`src/rtl/urbp_pkg.sv`:
```
`timescale 1ns / 1ps
// ----------------------------------------------------------------------------
// urbp_pkg
// Shared constants and types for the UART ring buffer pair.
// ----------------------------------------------------------------------------
package urbp_pkg;

   localparam int RX_DEPTH  = 16;
   localparam int TX_DEPTH  = 16;
   localparam int RX_PTR_W  = $clog2(RX_DEPTH);
   localparam int TX_PTR_W  = $clog2(TX_DEPTH);
   localparam int BYTE_W    = 8;
   localparam int OPCODE_W  = 2;

   typedef enum logic [OPCODE_W-1:0] {
      OP_RX_BYTE  = 2'd0,
      OP_TX_READY = 2'd1,
      OP_PUT      = 2'd2,
      OP_GET      = 2'd3
   } opcode_type;

   typedef struct packed {
      logic                wr_en;
      logic [RX_PTR_W-1:0] wr_addr;
      logic [BYTE_W-1:0]   wr_data;
      logic                rd_en;
      logic [RX_PTR_W-1:0] rd_addr;
   } rx_ram_req_type;

   typedef struct packed {
      logic                wr_en;
      logic [TX_PTR_W-1:0] wr_addr;
      logic [BYTE_W-1:0]   wr_data;
      logic                rd_en;
      logic [TX_PTR_W-1:0] rd_addr;
   } tx_ram_req_type;

endpackage

```
`src/rtl/urbp_ram.sv`:
```
`timescale 1ns / 1ps
// ----------------------------------------------------------------------------
// urbp_ram
// Simple dual-port RAM: one write port, one read port, registered read data.
// ----------------------------------------------------------------------------
module urbp_ram #(
   parameter int DEPTH  = 16,
   parameter int WIDTH  = 8,
   parameter int ADDR_W = $clog2(DEPTH)
) (
   input  logic              clock,
   input  logic              wr_en,
   input  logic [ADDR_W-1:0] wr_addr,
   input  logic [WIDTH-1:0]  wr_data,
   input  logic              rd_en,
   input  logic [ADDR_W-1:0] rd_addr,
   output logic [WIDTH-1:0]  rd_data
);

   logic [WIDTH-1:0] mem [DEPTH];
   logic [WIDTH-1:0] rd_data_ff;

   always_ff @(posedge clock) begin
      if (wr_en) begin
         mem[wr_addr] <= wr_data;
      end
      // hold read data until the next read
      if (rd_en) begin
         rd_data_ff <= mem[rd_addr];
      end
   end

   assign rd_data = rd_data_ff;

endmodule

```
`src/rtl/urbp_ctrl.sv`:
```
`timescale 1ns / 1ps
// ----------------------------------------------------------------------------
// urbp_ctrl
// Ring pointers, interrupt-enable flags, operation sequencing, result register.
// ----------------------------------------------------------------------------
module urbp_ctrl (
   input  logic                            clock,
   input  logic                            reset,
   input  logic                            req_valid,
   output logic                            req_ready,
   input  logic [urbp_pkg::OPCODE_W-1:0]   req_opcode,
   input  logic [urbp_pkg::BYTE_W-1:0]     req_byte_in,
   output logic                            rsp_valid,
   input  logic                            rsp_ready,
   output logic                            rsp_done_res,
   output logic [urbp_pkg::BYTE_W-1:0]     rsp_byte_out,
   output logic                            rsp_rx_irq_enable,
   output logic                            rsp_tx_irq_enable,
   output urbp_pkg::rx_ram_req_type        rx_ram_req,
   input  logic [urbp_pkg::BYTE_W-1:0]     rx_rd_data,
   output urbp_pkg::tx_ram_req_type        tx_ram_req,
   input  logic [urbp_pkg::BYTE_W-1:0]     tx_rd_data
);

   import urbp_pkg::*;

   typedef enum logic {
      S_IDLE,
      S_FINISH
   } state_type;

   typedef struct packed {
      logic done;
      logic rd;
      logic sel_rx;
   } pend_type;

   state_type           state_ff;
   logic [RX_PTR_W-1:0] rx_head_ff, rx_head_in, rx_tail_ff, rx_tail_in;
   logic [TX_PTR_W-1:0] tx_head_ff, tx_head_in, tx_tail_ff, tx_tail_in;
   logic                rx_flag_ff, rx_flag_in, tx_flag_ff, tx_flag_in;
   pend_type            pend_ff, pend_in;
   logic                rsp_valid_ff;
   logic                rsp_done_ff;
   logic [BYTE_W-1:0]   rsp_byte_ff, rsp_byte_in;
   logic                rsp_rx_irq_ff, rsp_tx_irq_ff;

   logic                accept, finish;
   logic [RX_PTR_W-1:0] rx_tail_nxt, rx_head_nxt;
   logic [TX_PTR_W-1:0] tx_tail_nxt, tx_head_nxt;
   logic                rx_full, rx_empty, tx_full, tx_empty;

   assign req_ready = (state_ff == S_IDLE);
   assign accept    = req_valid && req_ready;
   assign finish    = (state_ff == S_FINISH) && (!rsp_valid_ff || rsp_ready);

   // wrap pointers at the ring depth
   assign rx_tail_nxt = (rx_tail_ff == RX_PTR_W'(RX_DEPTH - 1)) ? '0 : rx_tail_ff + 1'b1;
   assign rx_head_nxt = (rx_head_ff == RX_PTR_W'(RX_DEPTH - 1)) ? '0 : rx_head_ff + 1'b1;
   assign tx_tail_nxt = (tx_tail_ff == TX_PTR_W'(TX_DEPTH - 1)) ? '0 : tx_tail_ff + 1'b1;
   assign tx_head_nxt = (tx_head_ff == TX_PTR_W'(TX_DEPTH - 1)) ? '0 : tx_head_ff + 1'b1;

   assign rx_full  = (rx_tail_nxt == rx_head_ff);
   assign rx_empty = (rx_head_ff == rx_tail_ff);
   assign tx_full  = (tx_tail_nxt == tx_head_ff);
   assign tx_empty = (tx_head_ff == tx_tail_ff);

   always_comb begin
      rx_head_in = rx_head_ff;
      rx_tail_in = rx_tail_ff;
      tx_head_in = tx_head_ff;
      tx_tail_in = tx_tail_ff;
      rx_flag_in = rx_flag_ff;
      tx_flag_in = tx_flag_ff;
      pend_in    = pend_ff;

      rx_ram_req         = '0;
      rx_ram_req.wr_addr = rx_tail_ff;
      rx_ram_req.wr_data = req_byte_in;
      rx_ram_req.rd_addr = rx_head_ff;
      tx_ram_req         = '0;
      tx_ram_req.wr_addr = tx_tail_ff;
      tx_ram_req.wr_data = req_byte_in;
      tx_ram_req.rd_addr = tx_head_ff;

      if (accept) begin
         pend_in = '0;
         case (opcode_type'(req_opcode))
            OP_RX_BYTE: begin
               if (rx_full) begin
                  rx_flag_in = 1'b0;
               end else begin
                  rx_ram_req.wr_en = 1'b1;
                  rx_tail_in       = rx_tail_nxt;
                  pend_in.done     = 1'b1;
               end
            end
            OP_TX_READY: begin
               if (tx_empty) begin
                  tx_flag_in = 1'b0;
               end else begin
                  tx_ram_req.rd_en = 1'b1;
                  tx_head_in       = tx_head_nxt;
                  pend_in.done     = 1'b1;
                  pend_in.rd       = 1'b1;
               end
            end
            OP_PUT: begin
               if (!tx_full) begin
                  tx_ram_req.wr_en = 1'b1;
                  tx_tail_in       = tx_tail_nxt;
                  tx_flag_in       = 1'b1;
                  pend_in.done     = 1'b1;
               end
            end
            OP_GET: begin
               if (rx_empty) begin
                  rx_flag_in = 1'b1;
               end else begin
                  rx_ram_req.rd_en = 1'b1;
                  rx_head_in       = rx_head_nxt;
                  pend_in.done     = 1'b1;
                  pend_in.rd       = 1'b1;
                  pend_in.sel_rx   = 1'b1;
               end
            end
            default: begin
               pend_in = '0;
            end
         endcase
      end
   end

   always_comb begin
      rsp_byte_in = '0;
      if (pend_ff.rd) begin
         rsp_byte_in = pend_ff.sel_rx ? rx_rd_data : tx_rd_data;
      end
   end

   always_ff @(posedge clock) begin
      if (reset) begin
         state_ff     <= S_IDLE;
         rx_head_ff   <= '0;
         rx_tail_ff   <= '0;
         tx_head_ff   <= '0;
         tx_tail_ff   <= '0;
         rx_flag_ff   <= 1'b1;
         tx_flag_ff   <= 1'b0;
         rsp_valid_ff <= 1'b0;
      end else begin
         rx_head_ff <= rx_head_in;
         rx_tail_ff <= rx_tail_in;
         tx_head_ff <= tx_head_in;
         tx_tail_ff <= tx_tail_in;
         rx_flag_ff <= rx_flag_in;
         tx_flag_ff <= tx_flag_in;
         case (state_ff)
            S_IDLE: begin
               if (accept) begin
                  state_ff <= S_FINISH;
               end
               if (rsp_valid_ff && rsp_ready) begin
                  rsp_valid_ff <= 1'b0;
               end
            end
            S_FINISH: begin
               if (finish) begin
                  state_ff     <= S_IDLE;
                  rsp_valid_ff <= 1'b1;
               end
            end
            default: begin
               state_ff <= S_IDLE;
            end
         endcase
      end
   end

   // payload registers
   always_ff @(posedge clock) begin
      pend_ff <= pend_in;
      if (finish) begin
         rsp_done_ff   <= pend_ff.done;
         rsp_byte_ff   <= rsp_byte_in;
         rsp_rx_irq_ff <= rx_flag_ff;
         rsp_tx_irq_ff <= tx_flag_ff;
      end
   end

   assign rsp_valid         = rsp_valid_ff;
   assign rsp_done_res      = rsp_done_ff;
   assign rsp_byte_out      = rsp_byte_ff;
   assign rsp_rx_irq_enable = rsp_rx_irq_ff;
   assign rsp_tx_irq_enable = rsp_tx_irq_ff;

endmodule

```
`src/rtl/uart_ring_buffer_pair_core.sv`:
```
`timescale 1ns / 1ps
// ----------------------------------------------------------------------------
// uart_ring_buffer_pair_core
// Receive and transmit byte rings with interrupt-enable flags.
// ----------------------------------------------------------------------------
// Each request is one of four operations: store a byte received from the
// line, hand the oldest transmit byte to the line, queue a byte for transmit
// (put), or fetch the oldest received byte (get). Every request yields exactly
// one response carrying a done bit, the byte read out (zero when nothing was
// read) and the receive and transmit interrupt enables after the operation.
// Each ring keeps one slot free, so it holds at most depth minus one bytes.
// In the request transfer cycle the pointers and flags update and the ring
// RAM is written or read; the registered RAM read data is then loaded into
// the response register in the finish state, which raises response valid,
// once any earlier response still waiting has transferred. A new request is
// taken once the response register has been loaded, while that response may
// still wait for its transfer. No clearing pass follows reset: ring entries
// are only read after they have been written.
// ----------------------------------------------------------------------------
module uart_ring_buffer_pair_core (
   input  logic                          clock,
   input  logic                          reset,
   input  logic                          req_valid,
   output logic                          req_ready,
   input  logic [urbp_pkg::OPCODE_W-1:0] req_opcode,
   input  logic [urbp_pkg::BYTE_W-1:0]   req_byte_in,
   output logic                          rsp_valid,
   input  logic                          rsp_ready,
   output logic                          rsp_done_res,
   output logic [urbp_pkg::BYTE_W-1:0]   rsp_byte_out,
   output logic                          rsp_rx_irq_enable,
   output logic                          rsp_tx_irq_enable
);

   import urbp_pkg::*;

   rx_ram_req_type    rx_ram_req;
   tx_ram_req_type    tx_ram_req;
   logic [BYTE_W-1:0] rx_rd_data;
   logic [BYTE_W-1:0] tx_rd_data;

   // sequencing, pointers and flags; one ring access per operation, so a
   // write and a read of the same entry never fall in the same cycle
   urbp_ctrl u_ctrl (
      .clock             (clock),
      .reset             (reset),
      .req_valid         (req_valid),
      .req_ready         (req_ready),
      .req_opcode        (req_opcode),
      .req_byte_in       (req_byte_in),
      .rsp_valid         (rsp_valid),
      .rsp_ready         (rsp_ready),
      .rsp_done_res      (rsp_done_res),
      .rsp_byte_out      (rsp_byte_out),
      .rsp_rx_irq_enable (rsp_rx_irq_enable),
      .rsp_tx_irq_enable (rsp_tx_irq_enable),
      .rx_ram_req        (rx_ram_req),
      .rx_rd_data        (rx_rd_data),
      .tx_ram_req        (tx_ram_req),
      .tx_rd_data        (tx_rd_data)
   );

   // receive ring storage
   urbp_ram #(
      .DEPTH (RX_DEPTH),
      .WIDTH (BYTE_W)
   ) u_rx_ram (
      .clock   (clock),
      .wr_en   (rx_ram_req.wr_en),
      .wr_addr (rx_ram_req.wr_addr),
      .wr_data (rx_ram_req.wr_data),
      .rd_en   (rx_ram_req.rd_en),
      .rd_addr (rx_ram_req.rd_addr),
      .rd_data (rx_rd_data)
   );

   // transmit ring storage
   urbp_ram #(
      .DEPTH (TX_DEPTH),
      .WIDTH (BYTE_W)
   ) u_tx_ram (
      .clock   (clock),
      .wr_en   (tx_ram_req.wr_en),
      .wr_addr (tx_ram_req.wr_addr),
      .wr_data (tx_ram_req.wr_data),
      .rd_en   (tx_ram_req.rd_en),
      .rd_addr (tx_ram_req.rd_addr),
      .rd_data (tx_rd_data)
   );

endmodule

```
`config.mk`:
```
export PLATFORM = sky130hd
export DESIGN_NAME = uart_ring_buffer_pair_core
export DESIGN_NICKNAME = d
export VERILOG_FILES = /design/src/rtl/urbp_pkg.sv /design/src/rtl/urbp_ram.sv /design/src/rtl/urbp_ctrl.sv /design/src/rtl/uart_ring_buffer_pair_core.sv
export SDC_FILE = /design/constraint.sdc
export NUM_CORES = 1
export LEC_CHECK = 0
export BUFFER_PORTS_ARGS = -buffer_cell sky130_fd_sc_hd__buf_4
export CAP_MARGIN = 40
export CORE_UTILIZATION = 67
export CTS_CLUSTER_SIZE = 20
export DETAILED_ROUTE_END_ITERATION = 8
export GPL_TIMING_DRIVEN = 0
export PLACE_DENSITY = 0.84
export SETUP_SLACK_MARGIN = 0.4
export SKIP_LAST_GASP = 1
export SYNTH_ARGS = -nofsm -noshare
export SYNTH_HDL_FRONTEND = slang
export SYNTH_SLANG_ARGS = --single-unit
```
`constraint.sdc`:
```
create_clock -name clock -period 3.84 [get_ports clock]
set_input_delay 1.152 -clock clock [delete_from_list [all_inputs] [get_ports clock]]
set_output_delay 1.152 -clock clock [all_outputs]
set_load 0.01 [all_outputs]
```
**After elaboration in Yosys (flattened, before gate mapping)**

Memory sizes are Yosys's and may differ from the RTL's. A register that Yosys moved wholly into a read port is not among the register bits.
Cells that the tools add are included.

- Logic and storage cells: 95
- Memories: 2
- Bits in registers: 34
- Bits of input ports: 14
- Memory bits (writable): 256

- Mux-type cells: 37
- $add $sub $neg: 4
- Equal/unequal tests: 17
- Reduce and logical (&&, ||, !) cells: 15
- Bitwise logic cells: 5

Memory list:

| name | words | width | rd ports | clocked after Yosys merged registers in | wr ports | line | source |
|---|---|---|---|---|---|---|---|
| u_rx_ram.mem | 16 | 8 | 1 | 1 | 1 | urbp_ram.sv:20 | `logic [WIDTH-1:0] mem [DEPTH];` |
| u_tx_ram.mem | 16 | 8 | 1 | 1 | 1 | urbp_ram.sv:20 |  |

Operators with widths:

| operator | number |
|---|---|
| two-way mux 1 bit | 24 |
| adder 4 x 1 -> 4 bit, second input constant | 4 |
| equality test 4 bit | 4 |
| equality test 4 bit, second input constant | 4 |
| two-way mux 4 bit | 4 |
| AND reduction 3 bit | 4 |
| case mux 1 bit (2 select lines) | 5 |
| two-way mux 8 bit | 1 |
| AND reduction 4 bit | 2 |
| inequality test 2 x 1 -> 1 bit, second input constant | 3 |
| inequality test 2 bit, second input constant | 3 |
| inverter 1 bit | 5 |
| equality test 2 bit, second input constant | 2 |
| case mux 1 bit (4 select lines) | 1 |
| nonzero test 2 bit | 2 |
| logical AND 1 bit | 3 |
| two-way mux 3 bit | 1 |
| equality test 2 x 1 -> 1 bit, second input constant | 1 |
| zero test 2 bit | 1 |
| two-way mux 2 bit | 1 |
| AND reduction 2 bit | 1 |
| zero test 1 bit | 1 |
| logical OR 1 bit | 1 |

**Longest topological paths before layout**

Gate-level depths: netlist (run 1).

- Depth after elaboration: 8
- Gate-level depth with buffers: 10
- Gate-level depth less buffers: 8

**By module**

Synthesis (run 1) repeated with hierarchy kept, for this count alone.

- Cell total of the unflattened synthesis: 667
- Area total of the unflattened synthesis: 12517.0 µm²

Modules (own cells, without submodules):

| module | cells an instance | instances | area an instance (µm²) | seq. area each (µm²) |
|---|---|---|---|---|
| urbp_ram | 229 | 2 | 5227.5 | 4083.9 |
| urbp_ctrl | 209 | 1 | 2062.0 | 820.8 |

**Worst setup path after synthesis (run 1)**

OpenSTA, ideal clock, no wires.

- Kind: input to register
- From: in req_valid
- To: mem u_tx_ram.mem[2][0] (enable)
- Setup slack: 991 ps
- Required time: 3457 ps
- Setup time: 383 ps
- Arrival time: 2466 ps
- Stages on the path: 7
- Path through: nand2_1 > clkinv_1 > nand2_1 > a21oi_2 > buf_2 > nand2_1 > nor3_1

- Cells in the longest elaborated chain, start to end: 4

Ends and longest elaborated chain:

| what | line | source |
|---|---|---|
| from (decl) | uart_ring_buffer_pair_core.sv:23 | `input logic req_valid,` |
| logical AND 1 bit | urbp_ctrl.sv:54 | `assign accept = req_valid && req_ready;` |
| net u_ctrl.accept | urbp_ctrl.sv:48 | `logic accept, finish;` |
| two-way mux 1 bit | urbp_ctrl.sv:86 | `if (accept) begin` |
| two-way mux 1 bit | urbp_ram.sv:24 | `if (wr_en) begin` |
| two-way mux 1 bit (implied by the code) | urbp_ram.sv:25 | `mem[wr_addr] <= wr_data;` |
| to (decl) | urbp_ram.sv:20 |  |

The timed path passes the listed nets, and every way through them passes these cells.

**Worst setup path after layout (run 1)**

- From: reg u_ctrl.rx_tail_ff[0]
- To: mem u_rx_ram.mem[0][2] (enable)

- Cells in the longest elaborated chain, start to end: 8
- Elaborated cells on any way between the ends: 9
- Those cells by class: 1 x add/sub; 2 x eq/ne; 6 x mux

Ends and longest elaborated chain:

| what | line | source |
|---|---|---|
| from (decl) | urbp_ctrl.sv:39 | `logic [RX_PTR_W-1:0] rx_head_ff, rx_head_in, rx_tail_ff, rx_tail_in;` |
| from (signal assigned) | urbp_ctrl.sv:153 | `rx_tail_ff <= rx_tail_in;` |
| adder 4 x 1 -> 4 bit / equality test 4 bit (equally long branches) | urbp_ctrl.sv:58 | `assign rx_tail_nxt = (rx_tail_ff == RX_PTR_W'(RX_DEPTH - 1)) ? '0 : rx_tail_ff + 1'b1;` |
| two-way mux 4 bit | urbp_ctrl.sv:58 |  |
| equality test 4 bit | urbp_ctrl.sv:63 | `assign rx_full = (rx_tail_nxt == rx_head_ff);` |
| two-way mux 1 bit | urbp_ctrl.sv:90 | `if (rx_full) begin` |
| two-way mux 1 bit | urbp_ctrl.sv:88 | `case (opcode_type'(req_opcode))` |
| two-way mux 1 bit | urbp_ctrl.sv:86 |  |
| two-way mux 1 bit | urbp_ram.sv:24 |  |
| two-way mux 1 bit (implied by the code) | urbp_ram.sv:25 |  |
| to (decl) | urbp_ram.sv:20 |  |

Several ways; a longest one is shown, not always the timed one.

==> results of run 1 <==
per-layer routing:
layer,wire length [um],up-vias,share of wire
met2,12400,381,0.48
met5,0,-,0
met4,1020,0,0.040
li1,-,2807,-
met3,1980,79,0.077
met1,10400,3311,0.40
logic make-up after synthesis:
family          count (synthesis)  synth area share
mux                            97             0.143
flops                         306             0.726
compound gates                 70            0.0384
simple gates                  119            0.0482
fa+ha+maj                      15            0.0152
buf+inv                        47            0.0174
xor+xnor                       16            0.0113
report_power, final:
part	total [mW]	switching (mW)	internal (mW)
clock	2.67	1.15	1.51
sequential	3.67	0.0105	3.66
combinational	0.190	0.127	0.0635
total	6.53	1.29	5.24
critical path: stages, from the launching register on:
cell and delay [ns]:
dfxtp_1 0.39, ha_1 0.32, a21oi_1 0.21, o22ai_1 0.13, xnor2_1 0.63, o2111ai_1 0.40
nor3_1 0.56, buf_2 0.29
area by class of cell:
class	instances	share of cell area
buffer	37	0.0129
timing repair buffer	35	0.0185
inverter	10	0.00272
clock inverter	17	0.00970
tap	229	0.0208
multi-input combinational	317	0.230
clock buffer	35	0.0542
sequential	306	0.651
how the worst max path moves through the flow:
stage	to	depth (start not counted)	slack, ns	from
after detailed placement	u_tx_ram.mem[0][1]	9	0.51	req_valid
final	u_rx_ram.mem[0][2]	7	0.63	u_ctrl.rx_tail_ff[0]
after global placement	u_tx_ram.mem[1][1]	8	0.30	req_valid
after floorplan	u_tx_ram.mem[2][0]	7	0.99	req_valid
after global routing	u_rx_ram.mem[13][0]	6	0.49	u_ctrl.rx_tail_ff[0]
after CTS	u_rx_ram.mem[13][0]	6	0.74	u_ctrl.rx_tail_ff[0]
placed cells by master, fill, tap and decap left out, types with 10 or more instances in the layout:
cell / synthesis / routed
buf_2: 16 / 19
clkbuf_16: 0 / 29
nand2_1: 18 / 18
a211oi_1: 18 / 18
dfxtp_1: 20 / 20
and3_1: 13 / 13
nor2b_1: 28 / 28
nor2_1: 35 / 35
edfxtp_1: 286 / 286
buf_4: 5 / 37
a21oi_1: 25 / 25
nor3_1: 10 / 10
mux2i_1: 32 / 32
mux4_2: 64 / 64
clkbuf_1: 15 / 21
ha_1: 15 / 15
xor2_1: 12 / 12
per-stage QoR:
step | utilization | area, um^2 | setup WS (ns) | instances | hold WS [ns]
3_3_place_gp | 0.713 | 12900 | 0.296 | 925 | 0.447
3_5_place_dp | 0.717 | 12900 | 0.509 | 934 | 0.436
2_1_floorplan | - | 12400 | 0.991 | 670 | 0.400
6_report | 0.766 | 13800 | 0.635 | 986 | 0.451
5_1_grt | 0.766 | 13800 | 0.492 | 986 | 0.459
4_1_cts | 0.766 | 13800 | 0.744 | 986 | 0.449
state kept, by name (all words and copies together) (netlist names):
| signal | count |
|---|---|
| u_ctrl.pend_ff | 3 |
| u_ctrl.rsp_done_res | 1 |
| u_ctrl.tx_tail_ff | 4 |
| u_rx_ram.mem | 128 |
| u_ctrl.rx_head_ff | 4 |
| u_tx_ram.rd_data | 8 |
| u_ctrl.state_ff | 1 |
| u_ctrl.rsp_valid | 1 |
| u_ctrl.rx_tail_ff | 4 |
| u_ctrl.tx_flag_ff | 1 |
| u_tx_ram.mem | 128 |
| u_ctrl.tx_head_ff | 4 |
| u_rx_ram.rd_data | 8 |
| u_ctrl.rsp_tx_irq_enable | 1 |
| u_ctrl.rsp_rx_irq_enable | 1 |
| u_ctrl.rx_flag_ff | 1 |
| u_ctrl.rsp_byte_out | 8 |
==> qor.csv, run 1 <==
stage,metric,value,unit
setup_path,Critical Path Fanout Max,8,
final_layout,Layout Nets,765,
detailed_routing,detailed-route DRC error count,0,
timing,max_slew headroom,0.382,
setup_path,r2r startpoint,u_ctrl.rx_tail_ff[0],
final_layout,layout cells sized above 1,0.217,
yosys,sequential element share of the synthesized area,0.726,
setup_path,Reg2Reg Depth,7,
yosys,most numerous cell in the Yosys netlist,edfxtp_1,
timing,"Hold Violations, Final",0,
floorplan,I/O pins,27,
clock_network,CTS Buf Count,29,
yosys,synth unique cells,44,
status,status,finished clean,
placed_design,IO Port Bufs,26,
grt,GRT met3 Usage,0.0453,
yosys,Yosys top cell area share,0.694,
timing,Clock Skews,0.0133,ns
timing,Max Slew Vio Count,0,
power_and_ir_drop,Pleak,4.52,nW
yosys,ys async rst share,0,
min_path,WHS Endpoint,u_ctrl.rsp_done_res,
timing,Slew @ Worst Pin,0.923,ns
detailed_routing,vias post-DR,6578,
clock_network,Sink Count,306,
floorplan,die width,138,um
timing,Setup TNS Final,0,ns
flow_run,max-cap violations,0,
grt,initial antenna violation count,0,
detailed_routing,Detailed Routing Iterations Pass 1,5,
yosys,Syn Area/Cell,18.5,um^2
clock_network,Clock Latency Late Sink,0.53,ns
yosys,syn_nets,699,
grt,first-pass GRT wire length,38200,um
clock_network,CTS tree,done,
yosys,Syn. warnings,0,
clock_network,clk root buf,clkbuf_16,
yosys,synthesis-stage register bit count,306,
floorplan,core box area,0.0180,mm^2
clock_network,Max Root-Sink Buffers,3,
clock_network,H-Tree Depth,1,
setup_path,Crit. End Element,flip-flop,
placed_design,GP Congestion,0.897,
clock_network,Clock Pin Slew Worst Setup and Hold Paths,0.06,ns
grt,GRT Residual Overflow,0,
grt,met1 usage,0.391,
floorplan,Initial Util,0.687,
yosys,Area contributors post-synth,"edfxtp_1 69%, mux4_2 12%, dfxtp_1 3.2%",
yosys,top_reg_cell synth,edfxtp_1,
floorplan,Die Ht,138,um
power_and_ir_drop,worst vdd ir,0.487,mV
yosys,Synth top cells by count,"286 x edfxtp_1, 64 x mux4_2, 35 x nor2_1, 32 x mux2i_1, 28 x nor2b_1",
detailed_routing,ANT nets after route,0,
final_layout,Fill cells,929,
timing,Max Fclk,0.312,GHz
power_and_ir_drop,Power Total,6.53,mW
detailed_routing,post-DR wirelength/cell,26.2,um
placed_design,hpwl dp,16100,um
setup_path,CP Class,flip-flop to flip-flop,
detailed_routing,Vias/cell,6.67,
min_path,worst hold path class,flip-flop to flip-flop,
floorplan,number of core rows,49,
timing,final worst-path cycle share,0.835,
detailed_routing,initial drt markers,697,
min_path,hold path startpoint,u_ctrl.pend_ff[2],
timing,RSZ-0062 raised after global routing,false,
clock_network,Hold Buf Count CTS,0,
setup_path,CP Data Arrival Time,3.44,ns
setup_path,worst r2r dst,u_rx_ram.mem[0][2],
grt,GRT Max-Usage Layer,met2,
floorplan,die area,0.0190,mm^2
detailed_routing,Post-Route WL,25800,um
yosys,Mapped Area,0.0124,mm^2
clock_network,post-CTS sizing,0,
setup_path,required time worst endpoint,4.08,ns
final_layout,Area Growth Syn to Fin,11.5,%
clock_network,Setup Buffers After CTS,0,
power_and_ir_drop,power per cell area,473,mW/mm^2
final_layout,area of the multi-input gates,0.00317,mm^2
grt,GR Util All Layers,0.283,
grt,largest net degree at the start of global routing,33,
setup_path,crit path launch type,flip-flop,
final_layout,register area,0.00899,mm^2
yosys,number of enable flip-flop cells after synthesis,286,
grt,M2 GR Usage,0.450,
yosys,top cell type by total area after synthesis,edfxtp_1,
final_layout,# diodes,0,
timing,Final setup viols,0,
yosys,Post-Synthesis Cells,670,
grt,vias in the first global route,6640,
min_path,Hold Crit Depth,0,
timing,fin crit period,3.21,ns
setup_path,R2R setup slack,0.63,ns
(Power assumes the default switching activity.)
==> inputs of run 2 (changes only) <==
--- a/config.mk
+++ b/config.mk
@@ -7,11 +7,11 @@
 export LEC_CHECK = 0
 export BUFFER_PORTS_ARGS = -buffer_cell sky130_fd_sc_hd__buf_4
 export CAP_MARGIN = 40
-export CORE_UTILIZATION = 67
+export CORE_UTILIZATION = 62
 export CTS_CLUSTER_SIZE = 20
 export DETAILED_ROUTE_END_ITERATION = 8
 export GPL_TIMING_DRIVEN = 0
-export PLACE_DENSITY = 0.84
+export PLACE_DENSITY = 0.79
 export SETUP_SLACK_MARGIN = 0.4
 export SKIP_LAST_GASP = 1
 export SYNTH_ARGS = -nofsm -noshare
==> constraint.sdc (replaced) <==
create_clock -name clock -period 3 [get_ports clock]
set_input_delay 0.9 -clock clock [delete_from_list [all_inputs] [get_ports clock]]
set_output_delay 0.9 -clock clock [all_outputs]
set_load 0.01 [all_outputs]
==> qor.csv, run 2 (same netlist as run 1, synthesis figures left out) <==
stage,metric,value,unit,change
detailed_routing,detailed-route DRC error count,0,,unchanged
detailed_routing,met2 wire length,12800,um,+2.7%
power_and_ir_drop,switch share,0.195,,-0.00272
setup_path,CP Class,flip-flop to flip-flop,,
final_layout,"commonest non-fill, non-tap cell in the layout",edfxtp_1,,
floorplan,Initial Util,0.634,,-0.0528
floorplan,I/O pins,27,,unchanged
grt,vias in the first global route,6625,,-0.23%
final_layout,Top Registers,"u_rx_ram.mem: 128 flops, u_tx_ram.mem: 128 flops",,
floorplan,core box area,0.0195,mm^2,+8.3%
power_and_ir_drop,cell internal pwr,6.83,mW,+30%
min_path,worst hold path class,flip-flop to flip-flop,,
clock_network,Sink Count,306,,unchanged
clock_network,H-Tree Depth,1,,unchanged
power_and_ir_drop,NetSw,1.65,mW,+28%
detailed_routing,initial drt markers,638,,-8.5%
final_layout,# diodes,0,,unchanged
setup_path,Critical Path Fanout Max,10,,+2
timing,RSZ-0062 raised after global routing,true,,
setup_path,R2R setup slack,0.44,ns,-0.20 ns
timing,final worst-path cycle share,0.853,,+0.0188
timing,Final setup viols,0,,unchanged
final_layout,area of the multi-input gates,0.00347,mm^2,+9.2%
placed_design,dpl cells,970,,+3.9%
clock_network,CTS Buf Count,29,,unchanged
detailed_routing,ANT nets after route,0,,unchanged
final_layout,most frequent cells in the layout,"286 x edfxtp_1, 64 x mux4_2, 52 x buf_4",,
timing,max_slew headroom,0.367,,-0.0154
final_layout,Final Cell Area,0.0143,mm^2,+3.6%
timing,fin crit period,2.56,ns,-0.645 ns
final_layout,layout cells sized above 1,0.287,,+0.0707
detailed_routing,vias post-DR,6522,,-0.85%
placed_design,GP Congestion,0.914,,+1.9%
setup_path,CP Data Arrival Time,2.81,ns,-0.63 ns
clock_network,Clock Latency Late Sink,0.54,ns,about the same
placed_design,placed cell area,0.0130,mm^2,+0.41%
setup_path,required time worst endpoint,3.25,ns,-0.83 ns
detailed_routing,Vias/cell,6.31,,-5.5%
clock_network,CTS tree,done,,
floorplan,die area,0.0205,mm^2,+7.9%
detailed_routing,post-DR wirelength/cell,24.9,um,-5.0%
grt,first-pass GRT wire length,37900,um,-0.80%
setup_path,crit path launch type,flip-flop,,
final_layout,register area,0.00899,mm^2,about the same
power_and_ir_drop,Comb pwr share,0.031,,+0.002
grt,initial antenna violation count,0,,unchanged
timing,Max Fclk,0.391,GHz,+25%
grt,GR Util All Layers,0.255,,-0.0278
floorplan,Die Ht,143,um,+3.9%
placed_design,IO Port Bufs,26,,unchanged
final_layout,Fill cells,1157,,+25%
flow_run,max-cap violations,0,,unchanged
floorplan,number of core rows,51,,+4.1%
setup_path,Crit. End Element,flip-flop,,
grt,GRT Residual Overflow,0,,unchanged
final_layout,Non-Filler Instances,1034,,+4.9%
power_and_ir_drop,Clk pwr share,0.414,,+0.006
final_layout,Area Growth Syn to Fin,15.5,%,
floorplan,die width,143,um,+3.9%
detailed_routing,DR top layer,met4,,
timing,Clock Skews,0.0180,ns,+0.00463 ns
detailed_routing,routed wl met3,1550,um,-22%
detailed_routing,Post-Route WL,25700,um,-0.35%
power_and_ir_drop,Flop pwr share,0.555,,-0.008
clock_network,Clock Pin Slew Worst Setup and Hold Paths,0.07,ns,about the same
timing,Max Slew Vio Count,0,,unchanged
grt,largest net degree at the start of global routing,33,,unchanged
power_and_ir_drop,power per cell area,594,mW/mm^2,+25%
detailed_routing,Detailed Routing Iterations Pass 1,5,,unchanged
power_and_ir_drop,Pleak,4.61,nW,+2.0%
status,status,finished clean,,
power_and_ir_drop,worst vdd ir,0.467,mV,-4.0%
detailed_routing,wl on met1,10800,um,+4.6%
clock_network,clk root buf,clkbuf_16,,
clock_network,Max Root-Sink Buffers,3,,unchanged
timing,"Hold Violations, Final",0,,unchanged
placed_design,hpwl dp,16100,um,-0.27%
timing,Slew @ Worst Pin,0.946,ns,+0.0231 ns
final_layout,Layout Nets,776,,+1.4%
-- run 2: layout make-up --
type                            instances  area share
Clock buffer                           43      0.0573
Tap cell                              265      0.0232
Buffer                                 37      0.0141
Multi-Input combinational cell        317       0.243
Sequential cell                       306       0.629
Clock inverter                         10     0.00692
Timing Repair Buffer                   46      0.0242
Inverter                               10     0.00263
-- run 2: repair_timing --
item / in CTS / in global routing
gates resized for setup: 42 / 38
setup endpoints to repair: 198 / 256
pin swaps: 4 / 6
buffers inserted: 5 / 6
hold buffers: 0 / 0
endpoints found under the hold margin: 0 / 0
-- run 2: critical path, cell delays in order (launching register included) --
cell	delay [ns]
dfxtp_1	0.40
clkbuf_4	0.29
a31oi_1	0.16
xnor2_1	0.17
o211ai_1	0.28
buf_4	0.22
o2111ai_4	0.25
nor3_4	0.30
buf_4	0.20
-- run 2: power groups by stage --
stage               clock, mW  sequential [mW]  combinational [mW]
finish                   3.51             4.71               0.264
CTS                      3.53             4.70               0.251
global placement            0             4.79               0.223
floorplan                   0             4.80               0.104
detailed placement          0             4.80               0.240
global route             3.70             4.71               0.283
-- run 2: routing by layer --
| metal | global-route usage | up-vias |
|---|---|---|
| met1 | 0.358 | 3376 |
| met5 | 0 | - |
| met3 | 0.0377 | 56 |
| li1 | - | 2827 |
| met2 | 0.418 | 263 |
| met4 | 0.0801 | 0 |
-- run 2: final timing paths --
check                                          start                   to  cells after the start
worst min-delay path               u_ctrl.pend_ff[2]  u_ctrl.rsp_done_res                      0
worst min register to register     u_ctrl.pend_ff[2]  u_ctrl.rsp_done_res                      0
worst max-delay path            u_ctrl.rx_tail_ff[3]   u_rx_ram.mem[3][2]                      8
worst max register to register  u_ctrl.rx_tail_ff[3]   u_rx_ram.mem[3][2]                      8
-- run 2: metrics by stage --
stage | power, mW | TNS [ns] | setup WS [ns] | hold slack, ns | utilization
2_1_floorplan | 4.90 | 0 | 0.403 | 0.400 | -
3_3_place_gp | 5.02 | -11.98 | -0.308 | 0.449 | 0.661
4_1_cts | 8.48 | 0 | 0.263 | 0.465 | 0.723
3_5_place_dp | 5.04 | -1.13 | -0.160 | 0.449 | 0.664
6_report | 8.48 | 0 | 0.440 | 0.466 | 0.732
5_1_grt | 8.69 | 0 | 0.300 | 0.465 | 0.732
